**config.mk**
```make
export PLATFORM = sky130hd
export DESIGN_NAME = servo_sweep_with_cycle_trigger_unit
export DESIGN_NICKNAME = d
export VERILOG_FILES = /design/src/sv/sst_pkg.sv /design/src/sv/sst_cfg.sv /design/src/sv/sst_core.sv /design/src/sv/servo_sweep_with_cycle_trigger_unit.sv
export SDC_FILE = /design/constraint.sdc
export NUM_CORES = 1
export LEC_CHECK = 0
export BUFFER_PORTS_ARGS = -buffer_cell sky130_fd_sc_hd__buf_2
export CORE_UTILIZATION = 40
export CTS_BUF_LIST = sky130_fd_sc_hd__clkbuf_4
export DETAILED_ROUTE_END_ITERATION = 10
export PLACE_DENSITY_LB_ADDON = 0.3
export SYNTH_ARGS = -nofsm -noshare
export SYNTH_HDL_FRONTEND = slang
export SYNTH_HIERARCHICAL = 1
export SYNTH_SLANG_ARGS = --single-unit
```
**constraint.sdc**
```tcl
create_clock -name aclk -period 17.4 [get_ports aclk]
set_input_delay 4.35 -clock aclk [delete_from_list [all_inputs] [get_ports aclk]]
set_output_delay 4.35 -clock aclk [all_outputs]
set_load 0.005 [all_outputs]
```
**src/sv/sst_pkg.sv**
```systemverilog
`default_nettype none

package sst_pkg;

    // Configuration port geometry
    localparam int CFG_IDX_W  = 3;
    localparam int CFG_DATA_W = 16;

    // Register indexes
    localparam logic [CFG_IDX_W-1:0] REG_RISE_STEP_TICKS    = 3'd0;
    localparam logic [CFG_IDX_W-1:0] REG_FALL_STEP_TICKS    = 3'd1;
    localparam logic [CFG_IDX_W-1:0] REG_PAUSE_TICKS        = 3'd2;
    localparam logic [CFG_IDX_W-1:0] REG_MIN_ANGLE          = 3'd3;
    localparam logic [CFG_IDX_W-1:0] REG_MAX_ANGLE          = 3'd4;
    localparam logic [CFG_IDX_W-1:0] REG_SWEEPS_PER_TRIGGER = 3'd5;

    // Register reset values
    localparam logic [11:0] RISE_STEP_TICKS_RST    = 12'd40;
    localparam logic [11:0] FALL_STEP_TICKS_RST    = 12'd20;
    localparam logic [15:0] PAUSE_TICKS_RST        = 16'd500;
    localparam logic [7:0]  MIN_ANGLE_RST          = 8'd10;
    localparam logic [7:0]  MAX_ANGLE_RST          = 8'd80;
    localparam logic [7:0]  SWEEPS_PER_TRIGGER_RST = 8'd4;

    // Saturation limits
    localparam logic [15:0] TICKS_MAX = 16'hFFFF;
    localparam logic [7:0]  COUNT_MAX = 8'hFF;

    typedef struct packed {
        logic [11:0] rise_step_ticks;
        logic [11:0] fall_step_ticks;
        logic [15:0] pause_ticks;
        logic [7:0]  min_angle;
        logic [7:0]  max_angle;
        logic [7:0]  sweeps_per_trigger;
    } cfg_t;

    typedef struct packed {
        logic       paused;
        logic       trigger;
        logic [7:0] angle;
        logic       angle_valid;
    } result_t;

endpackage

`default_nettype wire

```
**src/sv/sst_cfg.sv**
```systemverilog
`default_nettype none

module sst_cfg (
    input  wire logic                           aclk,
    input  wire logic                           aresetn,
    input  wire logic                           cfg_wr_en,
    input  wire logic [sst_pkg::CFG_IDX_W-1:0]  cfg_addr,
    input  wire logic [sst_pkg::CFG_DATA_W-1:0] cfg_wdata,
    output sst_pkg::cfg_t                       cfg
);

    sst_pkg::cfg_t cfg_reg;

    // Register file, written one register at a time
    always_ff @(posedge aclk) begin
        if (!aresetn) begin
            cfg_reg.rise_step_ticks    <= sst_pkg::RISE_STEP_TICKS_RST;
            cfg_reg.fall_step_ticks    <= sst_pkg::FALL_STEP_TICKS_RST;
            cfg_reg.pause_ticks        <= sst_pkg::PAUSE_TICKS_RST;
            cfg_reg.min_angle          <= sst_pkg::MIN_ANGLE_RST;
            cfg_reg.max_angle          <= sst_pkg::MAX_ANGLE_RST;
            cfg_reg.sweeps_per_trigger <= sst_pkg::SWEEPS_PER_TRIGGER_RST;
        end else if (cfg_wr_en) begin
            case (cfg_addr)
                sst_pkg::REG_RISE_STEP_TICKS:    cfg_reg.rise_step_ticks <= cfg_wdata[11:0];
                sst_pkg::REG_FALL_STEP_TICKS:    cfg_reg.fall_step_ticks <= cfg_wdata[11:0];
                sst_pkg::REG_PAUSE_TICKS:        cfg_reg.pause_ticks     <= cfg_wdata[15:0];
                sst_pkg::REG_MIN_ANGLE:          cfg_reg.min_angle       <= cfg_wdata[7:0];
                sst_pkg::REG_MAX_ANGLE:          cfg_reg.max_angle       <= cfg_wdata[7:0];
                sst_pkg::REG_SWEEPS_PER_TRIGGER: cfg_reg.sweeps_per_trigger <= cfg_wdata[7:0];
                default: ;
            endcase
        end
    end

    assign cfg = cfg_reg;

endmodule

`default_nettype wire

```
**src/sv/sst_core.sv**
```systemverilog
`default_nettype none

module sst_core (
    input  wire logic     aclk,
    input  wire logic     aresetn,
    input  wire logic     step_en,
    input  wire logic     restart,
    input  wire sst_pkg::cfg_t cfg,
    output sst_pkg::result_t result
);

    logic [7:0]  position_reg, position_next;
    logic        moving_up_reg, moving_up_next;
    logic        started_reg;
    logic        holding_reg, holding_next;
    logic [15:0] ticks_reg, ticks_next;
    logic [7:0]  count_reg, count_next;

    logic              init;
    logic [15:0]       interval;
    logic signed [9:0] pos_s;
    logic signed [9:0] step_pos;
    logic signed [9:0] min_s;
    logic signed [9:0] max_s;
    logic              valid;
    logic              trig;

    assign init  = !started_reg || restart;
    assign min_s = $signed({2'b00, cfg.min_angle});
    assign max_s = $signed({2'b00, cfg.max_angle});

    // Next state for one tick
    always_comb begin
        position_next  = position_reg;
        moving_up_next = moving_up_reg;
        holding_next   = holding_reg;
        count_next     = count_reg;
        valid          = 1'b0;
        trig           = 1'b0;

        // start or restart, else saturating elapsed count
        if (init) begin
            position_next  = cfg.min_angle;
            moving_up_next = 1'b1;
            holding_next   = 1'b0;
            count_next     = 8'd0;
            ticks_next     = 16'd0;
        end else if (ticks_reg != sst_pkg::TICKS_MAX) begin
            ticks_next = ticks_reg + 16'd1;
        end else begin
            ticks_next = ticks_reg;
        end

        interval = moving_up_next ? {4'd0, cfg.rise_step_ticks}
                                  : {4'd0, cfg.fall_step_ticks};
        pos_s    = $signed({2'b00, position_next});
        step_pos = moving_up_next ? pos_s + 10'sd1 : pos_s - 10'sd1;

        if (holding_next) begin
            // pause at the bottom, then leave
            if (ticks_next >= cfg.pause_ticks) begin
                holding_next   = 1'b0;
                moving_up_next = (position_next == cfg.min_angle);
                ticks_next     = 16'd0;
            end
        end else if (ticks_next >= interval) begin
            ticks_next = 16'd0;
            valid      = 1'b1;
            if (step_pos <= min_s) begin
                // reached the bottom: hold, and count a sweep if coming down
                if (!moving_up_next && count_next != sst_pkg::COUNT_MAX) begin
                    count_next = count_next + 8'd1;
                end
                position_next = cfg.min_angle;
                holding_next  = 1'b1;
            end else if (step_pos >= max_s) begin
                position_next  = cfg.max_angle;
                moving_up_next = 1'b0;
            end else begin
                position_next = step_pos[7:0];
            end
            if (cfg.sweeps_per_trigger != 8'd0 && count_next >= cfg.sweeps_per_trigger) begin
                trig       = 1'b1;
                count_next = 8'd0;
            end
        end
    end

    // State update on each processed tick
    always_ff @(posedge aclk) begin
        if (!aresetn) begin
            position_reg  <= 8'd0;
            moving_up_reg <= 1'b0;
            started_reg   <= 1'b0;
            holding_reg   <= 1'b0;
            ticks_reg     <= 16'd0;
            count_reg     <= 8'd0;
        end else if (step_en) begin
            position_reg  <= position_next;
            moving_up_reg <= moving_up_next;
            started_reg   <= 1'b1;
            holding_reg   <= holding_next;
            ticks_reg     <= ticks_next;
            count_reg     <= count_next;
        end
    end

    assign result.angle_valid = valid;
    assign result.angle       = position_next;
    assign result.trigger     = trig;
    assign result.paused      = holding_next;

    // holding can only be entered after the first tick
    a_hold_started: assert property (@(posedge aclk) disable iff (!aresetn)
        holding_reg |-> started_reg)
        else $error("holding set before start");

    // a trigger clears the sweep count on the same tick
    a_trig_clears: assert property (@(posedge aclk) disable iff (!aresetn)
        (step_en && trig) |=> (count_reg == 8'd0))
        else $error("sweep count not cleared after trigger");

endmodule

`default_nettype wire

```
**src/sv/servo_sweep_with_cycle_trigger_unit.sv**
```systemverilog
`default_nettype none

// Servo sweep profile generator. Each item on the s_ channel is one
// millisecond tick (restart in bit 0); each tick yields one result item on
// the m_ channel with the servo angle, a moved flag, the paused flag and a
// one-tick measurement trigger that fires every sweeps_per_trigger sweeps.
// The block takes one tick per clock cycle while m_tready stays high: a
// tick sits in an input register, combinational compare-and-update logic
// against the sweep state produces the result, and an output register
// holds it until taken. The six setup registers are written through
// cfg_wr_en, cfg_addr and cfg_wdata; the user must write them only while no
// tick is in flight, which the block itself does not enforce. Indexes 6 and
// 7 are ignored.
module servo_sweep_with_cycle_trigger_unit (
    input  wire logic                           aclk,
    input  wire logic                           aresetn,
    // tick stream
    input  wire logic                           s_tvalid,
    output logic                                s_tready,
    input  wire logic [7:0]                     s_tdata,   // [0] restart
    // result stream
    output logic                                m_tvalid,
    input  wire logic                           m_tready,
    output logic [15:0]                         m_tdata,   // [0] angle_valid, [8:1] angle,
                                                           // [9] trigger, [10] paused
    // setup registers
    input  wire logic                           cfg_wr_en,
    input  wire logic [sst_pkg::CFG_IDX_W-1:0]  cfg_addr,
    input  wire logic [sst_pkg::CFG_DATA_W-1:0] cfg_wdata
);

    sst_pkg::cfg_t    cfg;
    sst_pkg::result_t result;
    sst_pkg::result_t m_data_reg;

    logic in_valid_reg;
    logic in_restart_reg;
    logic m_valid_reg;
    logic advance;

    assign advance  = in_valid_reg && (!m_valid_reg || m_tready);
    assign s_tready = !in_valid_reg || advance;

    sst_cfg u_cfg (
        .aclk      (aclk),
        .aresetn   (aresetn),
        .cfg_wr_en (cfg_wr_en),
        .cfg_addr  (cfg_addr),
        .cfg_wdata (cfg_wdata),
        .cfg       (cfg)
    );

    sst_core u_core (
        .aclk    (aclk),
        .aresetn (aresetn),
        .step_en (advance),
        .restart (in_restart_reg),
        .cfg     (cfg),
        .result  (result)
    );

    // Input register
    always_ff @(posedge aclk) begin
        if (!aresetn) begin
            in_valid_reg <= 1'b0;
        end else if (s_tready) begin
            in_valid_reg <= s_tvalid;
        end
    end

    always_ff @(posedge aclk) begin
        if (s_tvalid && s_tready) begin
            in_restart_reg <= s_tdata[0];
        end
    end

    // Result register
    always_ff @(posedge aclk) begin
        if (!aresetn) begin
            m_valid_reg <= 1'b0;
        end else if (advance) begin
            m_valid_reg <= 1'b1;
        end else if (m_tready) begin
            m_valid_reg <= 1'b0;
        end
    end

    always_ff @(posedge aclk) begin
        if (advance) begin
            m_data_reg <= result;
        end
    end

    assign m_tvalid = m_valid_reg;
    assign m_tdata  = {5'd0, m_data_reg.paused, m_data_reg.trigger,
                       m_data_reg.angle, m_data_reg.angle_valid};

    // a processed tick always lands in the result register
    a_advance_lands: assert property (@(posedge aclk) disable iff (!aresetn)
        advance |=> m_valid_reg)
        else $error("processed tick lost");

    // a waiting tick keeps its restart flag
    a_in_hold: assert property (@(posedge aclk) disable iff (!aresetn)
        (in_valid_reg && !advance) |=> (in_valid_reg && $stable(in_restart_reg)))
        else $error("waiting tick dropped or changed");

    // a trigger only fires on a tick that moved the servo
    a_trig_moves: assert property (@(posedge aclk) disable iff (!aresetn)
        (m_valid_reg && m_data_reg.trigger) |-> m_data_reg.angle_valid)
        else $error("trigger without a step");

endmodule

`default_nettype wire
```
==> key figures, run 1 <==
Status
  • Outcome: finished, final reports clean

GRT
  • Initial antenna violation count: 1
  • GRT Overall Usage: 19.2%
  • Vias in the first global route: 5095
  • Grt ovf: 0
  • Largest net degree at the start of global routing: 103
  • First-pass GRT wire length: 27200 µm

Yosys
  • Syn. warnings: 6
  • Sequential-to-total area share from yosys stat: 33.2%
  • Synth Area per Inst: 8.93 µm²
  • Synth cell count leaders: nand2_1, dfxtp_1, mux2i_1
  • Synth area leader: dfxtp_1
  • Count leader, synth: nand2_1
  • Synth unique cells: 81
  • Top_reg_cell synth: dfxtp_1
  • Post-synth ARST share: 0%
  • Area contributors post-synth: dfxtp_1, mux2i_1, ha_1, nand2_1, edfxtp_1
  • Post-synth EDFFs: 12
  • Synthesized area: 0.00718 mm²
  • Synth top area share: 28.2%
  • Syn Inst Count: 804
  • Synthesis-stage register bit count: 113

Critical path
  • Worst setup SP type: input port
  • WS Path Type: input port to output port
  • Crit-path max FO: 2
  • Arrival @ worst endpoint: 4.74 ns
  • CP top delay family: buffers and inverters
  • Crit. End Element: output port
  • Req. time, crit path: 13.05 ns
  • CP dominant cell by count: buf_2
  • Critical path cell sequence: buf_2 -> nand3b_4 -> buf_2
  • Buffers & Inverters on Critical Path: 2
  • Slowest stage delay, CP: 0.15 ns
  • CP max stage cell: nand3b_4

Clock network
  • Worst-path clk slew: 0.10 ns
  • TritonCTS buffer count: 17
  • # hold bufs at CTS: 0
  • CTS resizes: 0
  • Setup bufs post-CTS: 0
  • Clk Latency, worst-skew pair: 0.54 ns
  • Clk Tree Root Cell: clkbuf_4
  • Htree depth: 4
  • CTS max path bufs: 2
  • CTS sink cnt: 113
  • TritonCTS clock tree: built

STA
  • Tcrit/Tclk final: 52.3%
  • Final worst setup slack: 8.31 ns
  • Final TNS setup: 0 ns
  • Unrepaired setup endpoints after global routing: no
  • Slew at the pin closest to its max-slew limit: 1.01 ns
  • Fmax achieved: 0.110 GHz
  • Clock skew: 0.0254 ns
  • Tmin final: 9.09 ns
  • Worst hold slack: 0.462 ns
  • Endpoints failing setup: 0
  • Endpoints failing hold: 0
  • Max-Slew Margin vs Limit: 32.6%
  • Slew Viols, Final: 0

Detailed routing
  • DRC: 0
  • Routed len/inst: 15.9 µm
  • Routed vias/inst: 5.45
  • Post-Route WL: 16900 µm
  • 1st-pass router iterations: 5
  • Initial DRC Count: 367
  • Via Count: 5793
  • Post-detailed-route count of antenna-violating nets: 0

Placement
  • Setup WS pre-CTS: 8.30 ns
  • Routability Congestion: 0.917
  • Dpl hpwl: 12300 µm
  • IO buf count: 37
  • # placed instances: 1030

Cells and area
  • Fin nets: 912
  • Fin cells: 1063
  • Max reg flops: 64
  • P&R area growth vs syn: 9.22%
  • Layout cells sized above 1: 12.1%
  • FILL cells: 1757

Die
  • Starting density of the core: 41.2%
  • Floorplan Core Area: 0.0174 mm²
  • I/O pin total: 50
  • Die area: 0.0185 mm²
  • Die width: 136 µm
  • Die height: 136 µm
  • FP Rows: 48

Job
  • Max cap viols: 0

Power and ir drop
  • Pwr per Cell Area: 73.7 mW/mm²
  • Max IR drop VDD: 0.0000362 V
  • LEAKAGE: 3.41 nW

Hold path
  • Min-Delay Path Class: flip-flop to flip-flop
cell families (layout without fill, tap and decap cells):
kind of cell / count (synthesis) / count (layout) / share of synthesized area, %
AO/OA/AOI/OAI: 140 / 140 / 13.8
XOR/XNOR: 35 / 35 / 4.27
adder cells (fa/ha/maj): 56 / 56 / 9.76
buffers and inverters: 97 / 126 / 5.87
flip-flops: 113 / 113 / 33.2
multiplexers: 90 / 90 / 12.7
other: 1 / 6 / 0.0522
AND/OR/NAND/NOR: 272 / 272 / 20.4
tightest hold or removal path: stages (launching register included):
cell and delay, ns:
dfxtp_1 0.32, nand2_1 0.05, mux2i_1 0.05
per-layer routing:
| layer | part of all wire, % | global-route usage [%] | vias to the layer above |
|---|---|---|---|
| met5 | 0 | 0 | - |
| li1 | - | - | 2907 |
| met1 | 51 | 28.1 | 2692 |
| met3 | 5.0 | 4.29 | 21 |
| met4 | 1.6 | 6.67 | 0 |
| met2 | 42 | 27.2 | 173 |
area by class of cell:
type                            instances  area [µm²]  area share [%]
Clock inverter                         12         189            2.41
Sequential cell                       113        2380            30.4
Inverter                               50         190            2.42
Multi-Input combinational cell        598        4410            56.2
Timing Repair Buffer                   44         238            3.03
Clock buffer                           20         150            1.91
Antenna cell                            1        2.50          0.0319
Tap cell                              225         282            3.59
power by group:
group,leakage [nW],internal [mW],switching (mW),total (mW)
Clock,0.183,0.132,0.101,0.233
Combinational,2.29,0.0258,0.0435,0.0694
Sequential,0.933,0.269,0.00623,0.275
Total,3.41,0.427,0.151,0.578
cell usage in the layout (no fill, tap or decap), types with 7 or more instances in the layout:
cell | synthesis | final
a31oi_1 | 11 | 11
nand2_1 | 104 | 104
a211oi_1 | 7 | 7
nand3_1 | 20 | 20
a22o_1 | 16 | 16
a21oi_1 | 31 | 31
nor3_1 | 13 | 13
buf_4 | 8 | 7
edfxtp_1 | 12 | 12
nand4_1 | 16 | 16
xor2_1 | 19 | 19
xnor2_1 | 16 | 16
o211ai_1 | 8 | 8
buf_2 | 8 | 37
nor2_1 | 34 | 34
nor2b_1 | 30 | 29
clkbuf_4 | 0 | 20
mux2i_1 | 83 | 83
o21ai_0 | 16 | 16
inv_1 | 49 | 49
ha_1 | 56 | 56
nor4_1 | 7 | 7
dfxtp_1 | 101 | 101
a21o_1 | 12 | 12
per-stage QoR:
| stage | total power [mW] | util, % | area (µm²) |
|---|---|---|---|
| floorplan | 0.329 | - | 7200 |
| global placement | 0.349 | 43.1 | 7500 |
| detailed placement | 0.350 | 43.1 | 7500 |
| CTS | 0.584 | 45.0 | 7840 |
| global route | 0.607 | 45.0 | 7840 |
| finish | 0.578 | 45.0 | 7840 |
final timing paths:
kind | startpoint | depth (start not counted) | slack [ns] | end
setup reg to reg | in_restart_reg | 26 | 10.49 | u_core/count_reg[5]
hold / removal | u_cfg/cfg[60] | 2 | 0.46 | u_cfg/cfg[60]
hold reg to reg | u_cfg/cfg[60] | 2 | 0.46 | u_cfg/cfg[60]
setup / recovery | m_tready | 3 | 8.31 | s_tready
(Power assumes the default switching activity.)
==> run 2, diff against run 1 <==
clock period = 7.7 ns   (was 17.4 ns; I/O delays follow)
==> run 2 against run 1 <==
Die area is the same. Clock power grew 110%. Sequential share of layout area up 0.13 points. Sequential power up 130%. Critical path depth increased by 24. Register-to-register slack worse by 9.4 ns. Critical endpoint is now u_core/count_reg[5]. Largest power group unchanged.
==> key figures, run 2 (synthesis gave the netlist of run 1 again) <==
Detailed routing
  • Via Count: 5761
  • Routed len/inst: 16.1 µm
  • Routed vias/inst: 5.42
  • Initial DRC Count: 395
  • DRC: 0
  • Post-Route WL: 17200 µm
  • 1st-pass router iterations: 5
  • Post-detailed-route count of antenna-violating nets: 0

Critical path
  • Slowest stage delay, CP: 0.65 ns
  • Crit. End Element: flip-flop
  • Critical R2R Capture: u_core/count_reg[5]
  • Req. time, crit path: 8.15 ns
  • R2R cell count: 27
  • WS Path Type: flip-flop to flip-flop
  • Crit-path max FO: 22
  • Reg-to-reg slack, setup: 1.05 ns
  • Worst r2r src: in_restart_reg
  • CP dominant cell by count: ha_1
  • CP max stage cell: or4b_2
  • Arrival @ worst endpoint: 7.10 ns
  • Worst setup SP type: flip-flop

GRT
  • Grt ovf: 0
  • Initial antenna violation count: 1
  • GRT Overall Usage: 19.5%
  • Vias in the first global route: 5225
  • Largest net degree at the start of global routing: 95
  • First-pass GRT wire length: 27800 µm

Clock network
  • TritonCTS buffer count: 17
  • CTS sink cnt: 113
  • Clk Tree Root Cell: clkbuf_4
  • Htree depth: 4
  • Worst-path clk slew: 0.11 ns
  • CTS resizes: 0
  • TritonCTS clock tree: built
  • Setup bufs post-CTS: 0
  • # hold bufs at CTS: 0
  • Clk Latency, worst-skew pair: 0.53 ns
  • CTS max path bufs: 2

Power and ir drop
  • Pwr per Cell Area: 161 mW/mm²
  • Pwr Total: 1.26 mW
  • Max IR drop VDD: 0.000112 V
  • LEAKAGE: 3.39 nW

STA
  • Clock skew: 0.0167 ns
  • Slew Viols, Final: 0
  • Unrepaired setup endpoints after global routing: no
  • Tmin final: 6.65 ns
  • Endpoints failing setup: 0
  • Slew at the pin closest to its max-slew limit: 1.00 ns
  • Fmax achieved: 0.150 GHz
  • Endpoints failing hold: 0
  • Max-Slew Margin vs Limit: 32.9%
  • Final TNS setup: 0 ns
  • Tcrit/Tclk final: 86.4%

Die
  • I/O pin total: 50
  • Die width: 136 µm
  • Floorplan Core Area: 0.0174 mm²
  • Die height: 136 µm
  • Starting density of the core: 41.2%
  • Die area: 0.0185 mm²
  • FP Rows: 48

Cells and area
  • Commonest non-fill, non-tap cell in the layout: nand2_1
  • Max reg flops: 64
  • Layout cells sized above 1: 11.7%
  • Fin nets: 913
  • Most frequent cells in the layout: nand2_1, dfxtp_1, mux2i_1
  • P&R area growth vs syn: 8.75%

Job
  • Max cap viols: 0

Hold path
  • Hold depth: 2
  • Hold worst-path end: u_cfg/cfg[39]
  • Min-Delay Path Class: flip-flop to flip-flop
  • Hold Crit Start: u_cfg/cfg[39]

Placement
  • Dpl hpwl: 12600 µm
  • Routability Congestion: 0.965
  • IO buf count: 37

Status
  • Outcome: finished, final reports clean
## run 2: cell count changes in the layout (fill, tap and decap cells not counted)
cell,change
buf_4,+1
bufinv_16,-1
clkbuf_4,-3
clkinv_1,+3
clkinv_2,-1
clkinv_4,-1
clkinvlp_4,+1
inv_4,+1
## run 2: cell type report
class,count,area (µm²)
Tap cell,225,282
Fill cell,1726,9610
Sequential cell,113,2380
Inverter,50,190
Antenna cell,1,2.50
Timing Repair Buffer,45,245
Multi-Input combinational cell,598,4410
Clock buffer,17,128
Clock inverter,14,170
## run 2: where the power goes
part           internal, mW  switching [mW]
clock                 0.249           0.232
sequential            0.608          0.0139
combinational        0.0587          0.0991
## run 2: routing by layer
layer / global-route usage, % / part of all wire [%]
met4: 6.48 / 1.6
met2: 28.7 / 43
met3: 3.65 / 3.5
met5: 0 / 0
met1: 28.3 / 52
## run 2: worst max-delay path: cells and delay by family (launching register included)
kind | cells | cell delay, ns
simple gates | 8 | 2.26
mux | 1 | 0.16
compound gates | 10 | 1.82
flops | 1 | 0.47
buf+inv | 3 | 0.62
fa+ha+maj | 3 | 0.92
xor+xnor | 2 | 0.32
## run 2: worst max path at each step
stage / cells after the start / start / end / slack (ns)
6_report: 27 / in_restart_reg / u_core/count_reg[5] / 1.05
5_1_grt: 27 / in_restart_reg / u_core/count_reg[5] / 0.53
4_1_cts: 27 / in_restart_reg / u_core/count_reg[5] / 1.18
3_5_place_dp: 27 / in_restart_reg / u_core/count_reg[5] / 1.25
3_3_place_gp: 27 / in_restart_reg / u_core/count_reg[5] / 1.23
2_1_floorplan: 27 / in_restart_reg / u_core/count_reg[5] / 1.95
## run 2: per-stage QoR
| step | utilization, % | area, µm² | hold WS (ns) | std cells | worst slack, ns |
|---|---|---|---|---|---|
| 3_3_place_gp | 43.1 | 7510 | 0.440 | 1031 | 1.23 |
| 4_1_cts | 44.8 | 7810 | 0.465 | 1062 | 1.18 |
| 5_1_grt | 44.8 | 7810 | 0.472 | 1063 | 0.531 |
| 3_5_place_dp | 43.1 | 7510 | 0.446 | 1031 | 1.25 |
| 2_1_floorplan | - | 7200 | 0.431 | 808 | 1.95 |
| 6_report | 44.8 | 7810 | 0.463 | 1063 | 1.05 |
